File: config.mk
export PLATFORM = sky130hd
export DESIGN_NAME = length_prefixed_frame_parser_flat
export DESIGN_NICKNAME = d
export VERILOG_FILES = /design/src/rtl/lpfp_pkg.sv /design/src/rtl/lpfp_if.sv /design/src/rtl/lpfp_core.sv /design/src/rtl/lpfp_skid.sv /design/src/rtl/length_prefixed_frame_parser.sv /design/src/flat_wrapper.sv
export SDC_FILE = /design/constraint.sdc
export NUM_CORES = 1
export LEC_CHECK = 0
export BUFFER_PORTS_ARGS = -buffer_cell sky130_fd_sc_hd__buf_4
export CORE_MARGIN = 8
export CORE_UTILIZATION = 55
export DETAILED_ROUTE_END_ITERATION = 8
export PLACE_DENSITY = 0.83
export SLEW_MARGIN = 20
export SYNTH_ARGS = -nofsm -noshare
export SYNTH_HDL_FRONTEND = slang
export SYNTH_HIERARCHICAL = 1
export SYNTH_SLANG_ARGS = --single-unit
File: constraint.sdc
create_clock -name clk_i -period 21 [get_ports clk_i]
set_input_delay 1.05 -clock clk_i [delete_from_list [all_inputs] [get_ports clk_i]]
set_output_delay 1.05 -clock clk_i [all_outputs]
set_load 0.02 [all_outputs]
File: src/rtl/lpfp_pkg.sv
// Package for the length-prefixed frame parser.
// Holds payload and register types, register indexes, status codes and reset values.
// No dependencies; every other file of the block uses it.
package lpfp_pkg;

  localparam int unsigned HdrBytes  = 12;
  localparam int unsigned JlenBytes = 4;
  localparam int unsigned CntW      = 4;

  localparam logic [1:0] CFG_MAGIC   = 2'd0;
  localparam logic [1:0] CFG_VERSION = 2'd1;
  localparam logic [1:0] CFG_MAX_LEN = 2'd2;
  localparam logic [1:0] CFG_RAW_MSK = 2'd3;

  localparam logic [2:0] ST_OK        = 3'd0;
  localparam logic [2:0] ST_BAD_MAGIC = 3'd1;
  localparam logic [2:0] ST_BAD_VER   = 3'd2;
  localparam logic [2:0] ST_TOO_LARGE = 3'd3;
  localparam logic [2:0] ST_NO_JLEN   = 3'd4;
  localparam logic [2:0] ST_JLEN_OVF  = 3'd5;

  localparam logic [31:0] MagicRst   = 32'd0;
  localparam logic [7:0]  VersionRst = 8'd1;
  localparam logic [31:0] MaxLenRst  = 32'd16777216;
  localparam logic [15:0] RawMskRst  = 16'd1;

  typedef struct packed {
    logic [7:0] in_byte;
    logic       restart;
  } in_t;

  typedef struct packed {
    logic [7:0]  data_byte;
    logic        data_valid;
    logic        is_raw;
    logic [7:0]  msg_type;
    logic [15:0] frame_flags;
    logic [31:0] body_length;
    logic [2:0]  status;
    logic        frame_end;
  } out_t;

  typedef struct packed {
    logic [1:0]  index;
    logic [31:0] value;
  } cfg_wr_t;

  typedef struct packed {
    logic [31:0] magic_word;
    logic [7:0]  protocol_version;
    logic [31:0] max_body_length;
    logic [15:0] raw_flag_mask;
  } cfg_t;

endpackage

File: src/rtl/lpfp_if.sv
// Valid/ready channel interfaces of the length-prefixed frame parser.
// Depends on lpfp_pkg for the payload types.
interface lpfp_in_if;
  logic         valid;
  logic         ready;
  lpfp_pkg::in_t data;
  modport source (output valid, output data, input ready);
  modport sink (input valid, input data, output ready);
endinterface

interface lpfp_out_if;
  logic          valid;
  logic          ready;
  lpfp_pkg::out_t data;
  modport source (output valid, output data, input ready);
  modport sink (input valid, input data, output ready);
endinterface

interface lpfp_cfg_if;
  logic             valid;
  logic             ready;
  lpfp_pkg::cfg_wr_t data;
  modport source (output valid, output data, input ready);
  modport sink (input valid, input data, output ready);
endinterface

File: src/rtl/lpfp_core.sv
// Parser state and per-byte next-state and result logic.
// Depends on lpfp_pkg.
module lpfp_core (
  input  logic            clk_i,
  input  logic            rst_ni,
  input  logic            accept_i,
  input  lpfp_pkg::in_t   in_i,
  input  lpfp_pkg::cfg_t  cfg_i,
  output logic            res_valid_o,
  output lpfp_pkg::out_t  res_o
);

  localparam logic [1:0] PH_HEADER  = 2'd0;
  localparam logic [1:0] PH_JLEN    = 2'd1;
  localparam logic [1:0] PH_BODY    = 2'd2;
  localparam logic [1:0] PH_DISCARD = 2'd3;

  localparam logic [lpfp_pkg::CntW-1:0] HdrLast  = lpfp_pkg::CntW'(lpfp_pkg::HdrBytes - 1);
  localparam logic [lpfp_pkg::CntW-1:0] JlenLast = lpfp_pkg::CntW'(lpfp_pkg::JlenBytes - 1);
  localparam logic [31:0] JlenBytes32 = 32'(lpfp_pkg::JlenBytes);

  logic [1:0]                phase_q, phase_d, phase_v;
  logic [lpfp_pkg::CntW-1:0] cnt_q, cnt_d, cnt_v;
  logic [31:0]               magic_q, magic_d;
  logic [7:0]                version_q, version_d;
  logic [7:0]                type_q, type_d;
  logic [15:0]               flags_q, flags_d;
  logic [31:0]               length_q, length_d;
  logic [31:0]               json_q, json_d;
  logic [31:0]               body_q, body_d;
  logic [7:0]                b;
  logic                      fail;
  logic [2:0]                fail_st;

  assign b = in_i.in_byte;

  always_comb begin
    phase_v     = in_i.restart ? PH_HEADER : phase_q;
    cnt_v       = in_i.restart ? '0 : cnt_q;
    phase_d     = phase_v;
    cnt_d       = cnt_v;
    magic_d     = magic_q;
    version_d   = version_q;
    type_d      = type_q;
    flags_d     = flags_q;
    length_d    = length_q;
    json_d      = json_q;
    body_d      = body_q;
    fail        = 1'b0;
    fail_st     = lpfp_pkg::ST_OK;
    res_valid_o = 1'b0;
    res_o       = '0;
    case (phase_v)
      PH_HEADER: begin
        if (cnt_v < 4'd4) begin
          magic_d = {magic_q[23:0], b};
        end else if (cnt_v == 4'd4) begin
          version_d = b;
        end else if (cnt_v == 4'd5) begin
          type_d = b;
        end else if (cnt_v < 4'd8) begin
          flags_d = {flags_q[7:0], b};
        end else begin
          length_d = {length_q[23:0], b};
        end
        if (cnt_v != HdrLast) begin
          cnt_d = cnt_v + 1'b1;
        end else begin
          cnt_d = '0;
          if (magic_d != cfg_i.magic_word) begin
            fail    = 1'b1;
            fail_st = lpfp_pkg::ST_BAD_MAGIC;
          end else if (version_d != cfg_i.protocol_version) begin
            fail    = 1'b1;
            fail_st = lpfp_pkg::ST_BAD_VER;
          end else if (length_d > cfg_i.max_body_length) begin
            fail    = 1'b1;
            fail_st = lpfp_pkg::ST_TOO_LARGE;
          end else if ((flags_d & cfg_i.raw_flag_mask) != 16'd0) begin
            if (length_d < JlenBytes32) begin
              fail    = 1'b1;
              fail_st = lpfp_pkg::ST_NO_JLEN;
            end else begin
              phase_d = PH_JLEN;
              json_d  = '0;
            end
          end else if (length_d == 32'd0) begin
            phase_d         = PH_HEADER;
            res_valid_o     = 1'b1;
            res_o.frame_end = 1'b1;
          end else begin
            json_d  = length_d;
            body_d  = length_d;
            phase_d = PH_BODY;
          end
        end
      end
      PH_JLEN: begin
        json_d = {json_q[23:0], b};
        if (cnt_v != JlenLast) begin
          cnt_d = cnt_v + 1'b1;
        end else begin
          cnt_d = '0;
          if (({1'b0, json_d} + {1'b0, JlenBytes32}) > {1'b0, length_q}) begin
            fail    = 1'b1;
            fail_st = lpfp_pkg::ST_JLEN_OVF;
          end else begin
            body_d = length_q - JlenBytes32;
            if (length_q == JlenBytes32) begin
              phase_d         = PH_HEADER;
              res_valid_o     = 1'b1;
              res_o.frame_end = 1'b1;
            end else begin
              phase_d = PH_BODY;
            end
          end
        end
      end
      PH_BODY: begin
        if (json_q != 32'd0) begin
          json_d = json_q - 32'd1;
        end
        if (body_q != 32'd0) begin
          body_d = body_q - 32'd1;
        end
        res_valid_o      = 1'b1;
        res_o.data_byte  = b;
        res_o.data_valid = 1'b1;
        res_o.is_raw     = (json_q == 32'd0);
        res_o.frame_end  = (body_d == 32'd0);
        if (body_d == 32'd0) begin
          phase_d = PH_HEADER;
          cnt_d   = '0;
        end
      end
      default: begin
      end
    endcase
    if (fail) begin
      phase_d         = PH_DISCARD;
      cnt_d           = '0;
      res_valid_o     = 1'b1;
      res_o.status    = fail_st;
      res_o.frame_end = 1'b1;
    end
    res_o.msg_type    = type_d;
    res_o.frame_flags = flags_d;
    res_o.body_length = length_d;
  end

  always_ff @(posedge clk_i or negedge rst_ni) begin
    if (!rst_ni) begin
      phase_q   <= PH_HEADER;
      cnt_q     <= '0;
      magic_q   <= '0;
      version_q <= '0;
      type_q    <= '0;
      flags_q   <= '0;
      length_q  <= '0;
      json_q    <= '0;
      body_q    <= '0;
    end else if (accept_i) begin
      phase_q   <= phase_d;
      cnt_q     <= cnt_d;
      magic_q   <= magic_d;
      version_q <= version_d;
      type_q    <= type_d;
      flags_q   <= flags_d;
      length_q  <= length_d;
      json_q    <= json_d;
      body_q    <= body_d;
    end
  end

  a_discard_holds: assert property (@(posedge clk_i) disable iff (!rst_ni)
    (phase_q == PH_DISCARD && accept_i && !in_i.restart) |=> (phase_q == PH_DISCARD))
    else $error("discard phase left without restart");

  a_jlen_count: assert property (@(posedge clk_i) disable iff (!rst_ni)
    (phase_q == PH_JLEN) |-> (cnt_q <= JlenLast))
    else $error("JSON length byte count out of range");

  a_body_nonzero: assert property (@(posedge clk_i) disable iff (!rst_ni)
    (phase_q == PH_BODY) |-> (body_q != 32'd0))
    else $error("body phase with no bytes left");

  a_data_ok: assert property (@(posedge clk_i) disable iff (!rst_ni)
    (accept_i && res_valid_o && res_o.status != lpfp_pkg::ST_OK) |=> (phase_q == PH_DISCARD))
    else $error("error result without entering discard phase");

endmodule

File: src/rtl/lpfp_skid.sv
// Two-entry output register with skid stage for result beats.
// Depends on lpfp_pkg for the result type.
module lpfp_skid (
  input  logic           clk_i,
  input  logic           rst_ni,
  input  logic           valid_i,
  input  lpfp_pkg::out_t data_i,
  output logic           ready_o,
  output logic           valid_o,
  output lpfp_pkg::out_t data_o,
  input  logic           ready_i
);

  logic           main_valid_q;
  lpfp_pkg::out_t main_data_q;
  logic           skid_valid_q;
  lpfp_pkg::out_t skid_data_q;

  assign ready_o = !skid_valid_q;
  assign valid_o = main_valid_q;
  assign data_o  = main_data_q;

  always_ff @(posedge clk_i or negedge rst_ni) begin
    if (!rst_ni) begin
      main_valid_q <= 1'b0;
      skid_valid_q <= 1'b0;
    end else if (ready_i || !main_valid_q) begin
      if (skid_valid_q) begin
        main_valid_q <= 1'b1;
        skid_valid_q <= 1'b0;
      end else begin
        main_valid_q <= valid_i;
      end
    end else if (valid_i) begin
      skid_valid_q <= 1'b1;
    end
  end

  always_ff @(posedge clk_i) begin
    if (ready_i || !main_valid_q) begin
      if (skid_valid_q) begin
        main_data_q <= skid_data_q;
      end else begin
        main_data_q <= data_i;
      end
    end else if (valid_i && !skid_valid_q) begin
      skid_data_q <= data_i;
    end
  end

  a_skid_order: assert property (@(posedge clk_i) disable iff (!rst_ni)
    skid_valid_q |-> main_valid_q)
    else $error("skid entry held while output register is empty");

endmodule

File: src/rtl/length_prefixed_frame_parser.sv
// Top level of the length-prefixed frame parser: register bank, parser core, output stage.
// Depends on lpfp_pkg, the channel interfaces, lpfp_core and lpfp_skid.
//
// The input channel carries one stream byte per beat, with a restart bit that returns
// the parser to header start before that byte. Each frame has a 12-byte big-endian
// header (magic, version, type, flags, body length) and, for raw frames, a 4-byte
// JSON length. Body bytes leave on the output channel tagged as JSON or raw; a
// result with frame_end set closes a frame or reports an error, after which bytes
// are dropped until restart. Header bytes normally give no output beat.
// The configuration channel writes magic word, version, maximum body length and
// raw flag mask by index and is always ready; the user must write it only while idle, as the block does not enforce it.
// One byte is accepted per cycle while input ready is high; its result is registered in
// the output register behind the parser logic before it appears on the output.
// Reset puts the parser at header start and loads the register reset values.
// When the receiver stalls, one further result is held in a skid stage; input
// ready drops only while that stage is occupied.
module length_prefixed_frame_parser (
  input  logic        clk_i,
  input  logic        rst_ni,
  lpfp_in_if.sink     in_i,
  lpfp_out_if.source  out_o,
  lpfp_cfg_if.sink    cfg_i
);

  lpfp_pkg::cfg_t cfg_q;
  lpfp_pkg::out_t res;
  logic           res_valid;
  logic           accept;
  logic           res_ready;

  assign cfg_i.ready = 1'b1;
  assign in_i.ready  = res_ready;
  assign accept      = in_i.valid && res_ready;

  always_ff @(posedge clk_i or negedge rst_ni) begin
    if (!rst_ni) begin
      cfg_q.magic_word       <= lpfp_pkg::MagicRst;
      cfg_q.protocol_version <= lpfp_pkg::VersionRst;
      cfg_q.max_body_length  <= lpfp_pkg::MaxLenRst;
      cfg_q.raw_flag_mask    <= lpfp_pkg::RawMskRst;
    end else if (cfg_i.valid) begin
      case (cfg_i.data.index)
        lpfp_pkg::CFG_MAGIC:   cfg_q.magic_word       <= cfg_i.data.value;
        lpfp_pkg::CFG_VERSION: cfg_q.protocol_version <= cfg_i.data.value[7:0];
        lpfp_pkg::CFG_MAX_LEN: cfg_q.max_body_length  <= cfg_i.data.value;
        lpfp_pkg::CFG_RAW_MSK: cfg_q.raw_flag_mask    <= cfg_i.data.value[15:0];
        default: begin
        end
      endcase
    end
  end

  lpfp_core u_core (
    .clk_i       (clk_i),
    .rst_ni      (rst_ni),
    .accept_i    (accept),
    .in_i        (in_i.data),
    .cfg_i       (cfg_q),
    .res_valid_o (res_valid),
    .res_o       (res)
  );

  lpfp_skid u_skid (
    .clk_i   (clk_i),
    .rst_ni  (rst_ni),
    .valid_i (accept && res_valid),
    .data_i  (res),
    .ready_o (res_ready),
    .valid_o (out_o.valid),
    .data_o  (out_o.data),
    .ready_i (out_o.ready)
  );

endmodule
File: src/flat_wrapper.sv
// flat-port wrapper written by rule: the top's interface ports become plain ports
module length_prefixed_frame_parser_flat 
  (clk_i, rst_ni, in_i_valid, in_i_data, in_i_ready, out_o_valid, out_o_data, out_o_ready, cfg_i_valid, cfg_i_data, cfg_i_ready);
  lpfp_in_if in_i_i ();
  lpfp_out_if out_o_i ();
  lpfp_cfg_if cfg_i_i ();
  input  logic clk_i;
  input  logic rst_ni;
  input wire logic [$bits(in_i_i.valid)-1:0] in_i_valid;
  input wire logic [$bits(in_i_i.data)-1:0] in_i_data;
  output wire logic [$bits(in_i_i.ready)-1:0] in_i_ready;
  output wire logic [$bits(out_o_i.valid)-1:0] out_o_valid;
  output wire logic [$bits(out_o_i.data)-1:0] out_o_data;
  input wire logic [$bits(out_o_i.ready)-1:0] out_o_ready;
  input wire logic [$bits(cfg_i_i.valid)-1:0] cfg_i_valid;
  input wire logic [$bits(cfg_i_i.data)-1:0] cfg_i_data;
  output wire logic [$bits(cfg_i_i.ready)-1:0] cfg_i_ready;
  assign in_i_i.valid = in_i_valid;
  assign in_i_i.data = in_i_data;
  assign in_i_ready = in_i_i.ready;
  assign out_o_valid = out_o_i.valid;
  assign out_o_data = out_o_i.data;
  assign out_o_i.ready = out_o_ready;
  assign cfg_i_i.valid = cfg_i_valid;
  assign cfg_i_i.data = cfg_i_data;
  assign cfg_i_ready = cfg_i_i.ready;
  length_prefixed_frame_parser u_core (.clk_i(clk_i), .rst_ni(rst_ni), .in_i(in_i_i), .out_o(out_o_i), .cfg_i(cfg_i_i));
endmodule
# Yosys cells after proc, flatten, opt, wreduce, memory -nomap -nowiden
# Cells that the tools add are included.
# classes
add_sub_neg	5
n_lt_le_gt_ge	5
n_eq_ne	23
mux	96
bitwise_logic	2
n_reduce_logical	24
# ops
cell	n
32-bit two-way mux	25
32-bit case mux with 3 select lines	2
32-bit zero test	3
16-bit two-way mux	6
70-bit two-way mux	1
32-bit nonzero test	2
32-bit by 1-bit subtractor with 32-bit output (second input constant)	2
8-bit two-way mux	7
32-bit by 3-bit adder with 33-bit output (second input constant)	1
33-bit by 32-bit greater-than comparator with 1-bit output	1
32-bit by 3-bit equality test with 1-bit output (second input constant)	1
32-bit greater-than comparator	1
32-bit by 3-bit less-than comparator with 1-bit output (second input constant)	1
32-bit inequality test	1
32-bit by 3-bit subtractor with 32-bit output (second input constant)	1
2-bit two-way mux	13
3-bit two-way mux	8
4-bit two-way mux	6
1-bit two-way mux	21
2-bit inequality test (second input constant)	9
16-bit bitwise AND	1
16-bit nonzero test	1
4-bit case mux with 3 select lines	1
2-bit AND reduction	6
24 further kinds	34
# totals
ff_bits	396
out_inout_bits	73
wordCells	186

# Longest topological paths before layout
# logic_depth
ltp_word	19
depth_mapped	23
ltp_nobuf	21

# Modules after synthesis
# Netlist, hierarchy kept.
# modules_own_cells
module	instances	cells_each	area_each_um2
lpfp_core	1	1855	15005.6
lpfp_skid	1	226	5469.0
length_prefixed_frame_parser	1	191	3347.0

# Worst setup path before layout
# No wires, ideal clock.
# synth_timing
kind	input port to flip-flop
from	input port in_i_data[0]
to	register u_core/u_skid/skid_data_q[0] (netlist name) (enable)
setup_ns	0.598
t_arrival_ns	10.013
slack_ns	10.389
cell_stages	20
cell_sequence	nor2b_1 > clkbuf_1 > clkbuf_1 > clkbuf_1 > buf_1 > nor2_1 > a21oi_1 > inv_1 > ha_1 > nand4_1 > nor4_1 > and3_1 > o22ai_1 > a211oi_1 > nand3_1 > nor4b_1 > a211oi_1 > o21ai_1 > and3_1 > nor3b_1
# synth_via
elab_chain_cells	19
# synth_rtl
item	line_no	source
from (decl)	flat_wrapper.sv:10	input wire logic [$bits(in_i_i.data)-1:0] in_i_data;
4-bit two-way mux	lpfp_core.sv:39	cnt_v = in_i.restart ? '0 : cnt_q;
4-bit less-than comparator	lpfp_core.sv:61	end else if (cnt_v < 4'd8) begin
32-bit two-way mux / 16-bit two-way mux (equally long branches)	lpfp_core.sv:61	
32-bit two-way mux / 16-bit two-way mux (equally long branches)	lpfp_core.sv:59	end else if (cnt_v == 4'd5) begin
32-bit two-way mux / 16-bit two-way mux (equally long branches)	lpfp_core.sv:57	end else if (cnt_v == 4'd4) begin
32-bit two-way mux / 16-bit two-way mux (equally long branches)	lpfp_core.sv:55	if (cnt_v < 4'd4) begin
32-bit two-way mux / 16-bit two-way mux (equally long branches)	lpfp_core.sv:53	case (phase_v)
32-bit by 3-bit less-than comparator with 1-bit output (tied with other cells)	lpfp_core.sv:80	if (length_d < JlenBytes32) begin
(+4 left out)	-	
1-bit two-way mux	lpfp_core.sv:70	if (magic_d != cfg_i.magic_word) begin
1-bit two-way mux	lpfp_core.sv:66	if (cnt_v != HdrLast) begin
1-bit case mux with 2 select lines / 1-bit case mux with 3 select lines (equally long branches)	lpfp_core.sv:53	
1-bit two-way mux *	lpfp_core.sv:139	if (fail) begin
via u_core.res_valid	length_prefixed_frame_parser.sv:27	logic res_valid;
1-bit logical AND *	length_prefixed_frame_parser.sv:66	.valid_i (accept && res_valid),
1-bit logical AND *	lpfp_skid.sv:46	end else if (valid_i && !skid_valid_q) begin
2-bit AND reduction (no line) *	-	
to (signal assigned)	lpfp_skid.sv:47	skid_data_q <= data_i;
to (decl)	lpfp_skid.sv:17	lpfp_pkg::out_t skid_data_q;
# Mark *: on every way through the listed nets, which the timed path passes. The rest lies on a longest branch. The select of a mux whose other input is x is not followed.
# A chain may end at the register's enable or synchronous reset.

# Worst setup path after layout
# layout_timing
from	register u_core/u_core/cnt_q[3] (netlist name)
to	register u_core/u_skid/skid_data_q[26] (netlist name) (enable)
# layout_via
elab_chain_cells	19
# layout_rtl
item	line_no	source
from (decl)	lpfp_core.sv:23	logic [lpfp_pkg::CntW-1:0] cnt_q, cnt_d, cnt_v;
from (signal assigned)	lpfp_core.sv:164	cnt_q <= cnt_d;
4-bit two-way mux *	lpfp_core.sv:39	
4-bit less-than comparator	lpfp_core.sv:61	
32-bit two-way mux / 16-bit two-way mux (equally long branches)	lpfp_core.sv:61	
32-bit two-way mux / 16-bit two-way mux (equally long branches)	lpfp_core.sv:59	
32-bit two-way mux / 16-bit two-way mux (equally long branches)	lpfp_core.sv:57	
32-bit two-way mux / 16-bit two-way mux (equally long branches)	lpfp_core.sv:55	
32-bit two-way mux / 16-bit two-way mux (equally long branches)	lpfp_core.sv:53	
32-bit by 3-bit less-than comparator with 1-bit output (tied with other cells)	lpfp_core.sv:80	
(+4 left out)	-	
1-bit two-way mux	lpfp_core.sv:70	
1-bit two-way mux	lpfp_core.sv:66	
1-bit case mux with 2 select lines / 1-bit case mux with 3 select lines (equally long branches)	lpfp_core.sv:53	
1-bit two-way mux *	lpfp_core.sv:139	
via u_core.res_valid	length_prefixed_frame_parser.sv:27	
1-bit logical AND *	length_prefixed_frame_parser.sv:66	
1-bit logical AND *	lpfp_skid.sv:46	
2-bit AND reduction (no line) *	-	
# Marked as above.

==> results by group <==
Critical path
  • Largest stage delay, worst path: 0.78 ns
  • Slowest CP cell: nor4_1
  • Crit Path Max Fanout: 70
  • CP Data Arrival Time: 7.11 ns
  • Crit path launch type: register
  • Worst setup EP type: register
  • FF-to-FF End: u_core/u_skid/skid_data_q[26]
  • Worst setup path startpoint: u_core/u_core/cnt_q[3]
  • Crit-path cells: nor2b_4 > buf_4 > nor2_1 > a21oi_1 > inv_1 > ha_1 > nand4_1 > nor4_1 > and3_1 > o22ai_1 > a211oi_1 > nand3_1 > nor4b_1 > a211oi_1 > o21ai_1 > and3_1 > nor3b_2 > buf_4
  • CP Data Required Time: 21.19 ns
  • Worst r2r src: u_core/u_core/cnt_q[3]
  • Worst setup path class: register to register
  • R2r worst-path depth: 18
  • Reg2reg setup slack: 14.08 ns

Detailed routing
  • Drt initial violations: 2158
  • 1st-pass router iterations: 7
  • Remaining DRCs: 0
  • Wire length per cell: 24.24 um
  • DR vias/cell: 6.326
  • Total wire length: 71170 um
  • Vias: 18574
  • Detail Route Antenna Nets: 0

Clock network
  • Post-CTS Setup Bufs: 0
  • Clk_lat worst skew: 0.59 ns
  • H-tree Lvls: 2
  • # clock sinks: 396
  • Root Driver: clkbuf_16
  • Hold buffer count at cts: 0
  • CTS Buffer Depth: 3
  • Resized cells post-CTS: 0
  • Clock transition at path regs: 0.06 ns
  • Num CTS Buffers: 44
  • CTS tree: yes

Pwr
  • Net Sw Frac: 0.3690
  • Leakage power: 11.45 nW
  • Pwr Total: 3.065 mW
  • Cell Pwr Density: 115.5 nW/um^2
  • Worst VDD drop: 0.08052 mV
  • Switch Pwr: 1.131 mW
  • Flop pwr share: 0.370
  • Pint: 1.934 mW
  • Clock share of power: 0.274
  • Gate power share: 0.355

STA
  • Post-layout minimum cycle time: 6.917 ns
  • Worst Skew: 0.03194 ns
  • Final-report hold violation count: 0
  • Pins over their slew limit: 0
  • Setup TNS: 0 ns
  • Final setup viols: 0
  • RSZ-0062 raised after global routing: false
  • Final Cycle Share: 0.3294
  • Max-slew headroom: 0.2704
  • Worst slew pin tran: 1.084 ns
  • Max Fclk: 0.1446 GHz

Die
  • Die width: 224.1 um
  • Die ar.: 50230 um^2
  • Core Region: 42890 um^2
  • Core Rows: 76
  • Top-Level Pins: 121
  • Starting Density: 0.5555
  • Die Y: 224.1 um

Yosys
  • Synth Net Count: 2398
  • Dominant synthesized flop cell: dfrtp_1
  • Number of synthesized flops with an enable pin: 140
  • Yosys warns: 6
  • Asr flop ratio synth: 0.6465
  • Post-synthesis sequential area ratio: 0.4456
  • Post-Syn Instances: 2272
  • Synth unique cells: 101
  • Synthesized cell area: 23820 um^2
  • Syn_area_per_cell: 10.48 um^2
  • Number of synthesized register bits: 396

Global routing
  • M1 GR Usage: 0.3777
  • First-pass GRT wire length: 108500 um
  • Initial antenna violation count: 0
  • GRT Overall Usage: 0.2777
  • Most crowded layer after global routing: met2
  • M2 GR Usage: 0.4383
  • Largest net degree at the start of global routing: 133
  • Vias in the first global route: 18073
  • M3 GR Usage: 0.04865
  • Grt ovf: 0

Cells and area
  • Area of the multi-input gates: 11900 um^2
  • Synth-to-layout area growth: 11.42%
  • Fill cells: 3405
  • Share of cells above drive strength 1: 0.2191
  • Storage element area: 10620 um^2
  • Most frequent cells in the layout: dfrtp_1 (252), nor2_1 (169), a21oi_1 (159), mux2_2 (156), nand2_1 (151)
  • Commonest non-fill, non-tap cell in the layout: dfrtp_1
  • # nets final: 2441
  • # diodes: 0

Outcome
  • Outcome: complete, no violations

Hold path
  • HP Class: primary input to async pin

Job
  • Max-Cap Viols: 0

Placement
  • Hpwl dp: 51180 um
  • GPL Wtd Cong: 0.9942
  • # port buffers: 119
routing by layer:
metal	up-vias	wire [um]
met5	-	0
met4	0	2886
met3	189	6306
met2	979	32330
met1	9095	29640
li1	8311	-
cell type report:
| class | count | share of cell area |
|---|---|---|
| multi-input combinational | 1582 | 0.4482 |
| sequential | 396 | 0.4000 |
| clock buffer | 58 | 0.04742 |
| timing repair buffer | 146 | 0.04280 |
| tap | 585 | 0.02758 |
| inverter | 145 | 0.02051 |
| clock inverter | 24 | 0.01343 |
critical path: cells and delay by family (launching register included):
kind	cells	cell delay [ns]
buffers and inverters	3	1.38
DFF	1	0.54
and+or+nand+nor	9	2.82
adders and majority gates	1	0.33
AOI/OAI and AO/OA	5	1.32
cell families after synthesis:
| group | count (synthesis) | share of synthesized area |
|---|---|---|
| xor gates and xnor gates | 139 | 0.05111 |
| other | 1 | 0.0001574 |
| and+or+nand+nor | 617 | 0.1323 |
| adders and majority gates | 78 | 0.04097 |
| buffers and inverters | 294 | 0.05636 |
| muxes | 288 | 0.1500 |
| AOI/OAI and AO/OA | 459 | 0.1235 |
| DFF | 396 | 0.4456 |
worst max path at each step:
| stage | endpoint | slack [ns] | cells past startpoint |
|---|---|---|---|
| floorplan | u_core/u_skid/skid_data_q[0] | 10.39 | 20 |
| global placement | u_core/u_skid/skid_data_q[30] | 13.99 | 19 |
| detailed placement | u_core/u_skid/skid_data_q[30] | 13.82 | 19 |
| CTS | u_core/u_skid/skid_data_q[35] | 14.34 | 18 |
| global route | u_core/u_skid/skid_data_q[35] | 13.77 | 18 |
| finish | u_core/u_skid/skid_data_q[26] | 14.08 | 18 |
power groups by stage:
stage	Clock (mW)	Combinational, mW	Sequential [mW]
global placement	0	1.05	1.13
detailed placement	0	1.06	1.14
global route	0.884	1.17	1.15
finish	0.841	1.09	1.14
CTS	0.854	1.07	1.13
floorplan	0	0.776	1.10
synth_stat cells, drive strengths merged, types with 43 or more instances:
cell type  instances  area, um^2
mux2             267        3363
dfrtp            253        6331
nor2             171       649.4
a21oi            160       804.5
nand2            152       578.1
inv              143       536.8
edfxtp           140        4204
o21ai            113       565.5
clkbuf           108       405.4
xnor2             96       840.8
ha                78       975.9
nor3              52       260.3
xor2              43       376.6
through the flow:
stage / worst slack (ns) / area [um^2] / std cells / hold WS (ns) / util
2_1_floorplan: 10.39 / 23820 / 2272 / 0.4704 / -
5_1_grt: 13.77 / 26540 / 2936 / 0.3176 / 0.6189
3_5_place_dp: 13.82 / 24900 / 2853 / 0.4957 / 0.5806
3_3_place_gp: 13.99 / 24900 / 2853 / 0.4834 / 0.5806
4_1_cts: 14.34 / 26520 / 2935 / 0.5117 / 0.6183
6_report: 14.08 / 26540 / 2936 / 0.3199 / 0.6189
sequential cells by signal (all words and copies together), names as in the netlist:
| name | flops |
|---|---|
| u_core/cfg_q | 88 |
| u_core/u_skid/data_o | 70 |
| u_core/u_skid/skid_data_q | 70 |
| u_core/u_core/body_q | 32 |
| u_core/u_core/json_q | 32 |
| u_core/u_core/length_q | 32 |
| u_core/u_core/magic_q | 32 |
| u_core/u_core/flags_q | 16 |
| u_core/u_core/type_q | 8 |
| u_core/u_core/version_q | 8 |
| u_core/u_core/cnt_q | 4 |
| u_core/u_core/phase_q | 2 |
| u_core/u_skid/skid_valid_q | 1 |
| u_core/u_skid/valid_o | 1 |
Note: power is estimated with default switching activity, not from simulation.
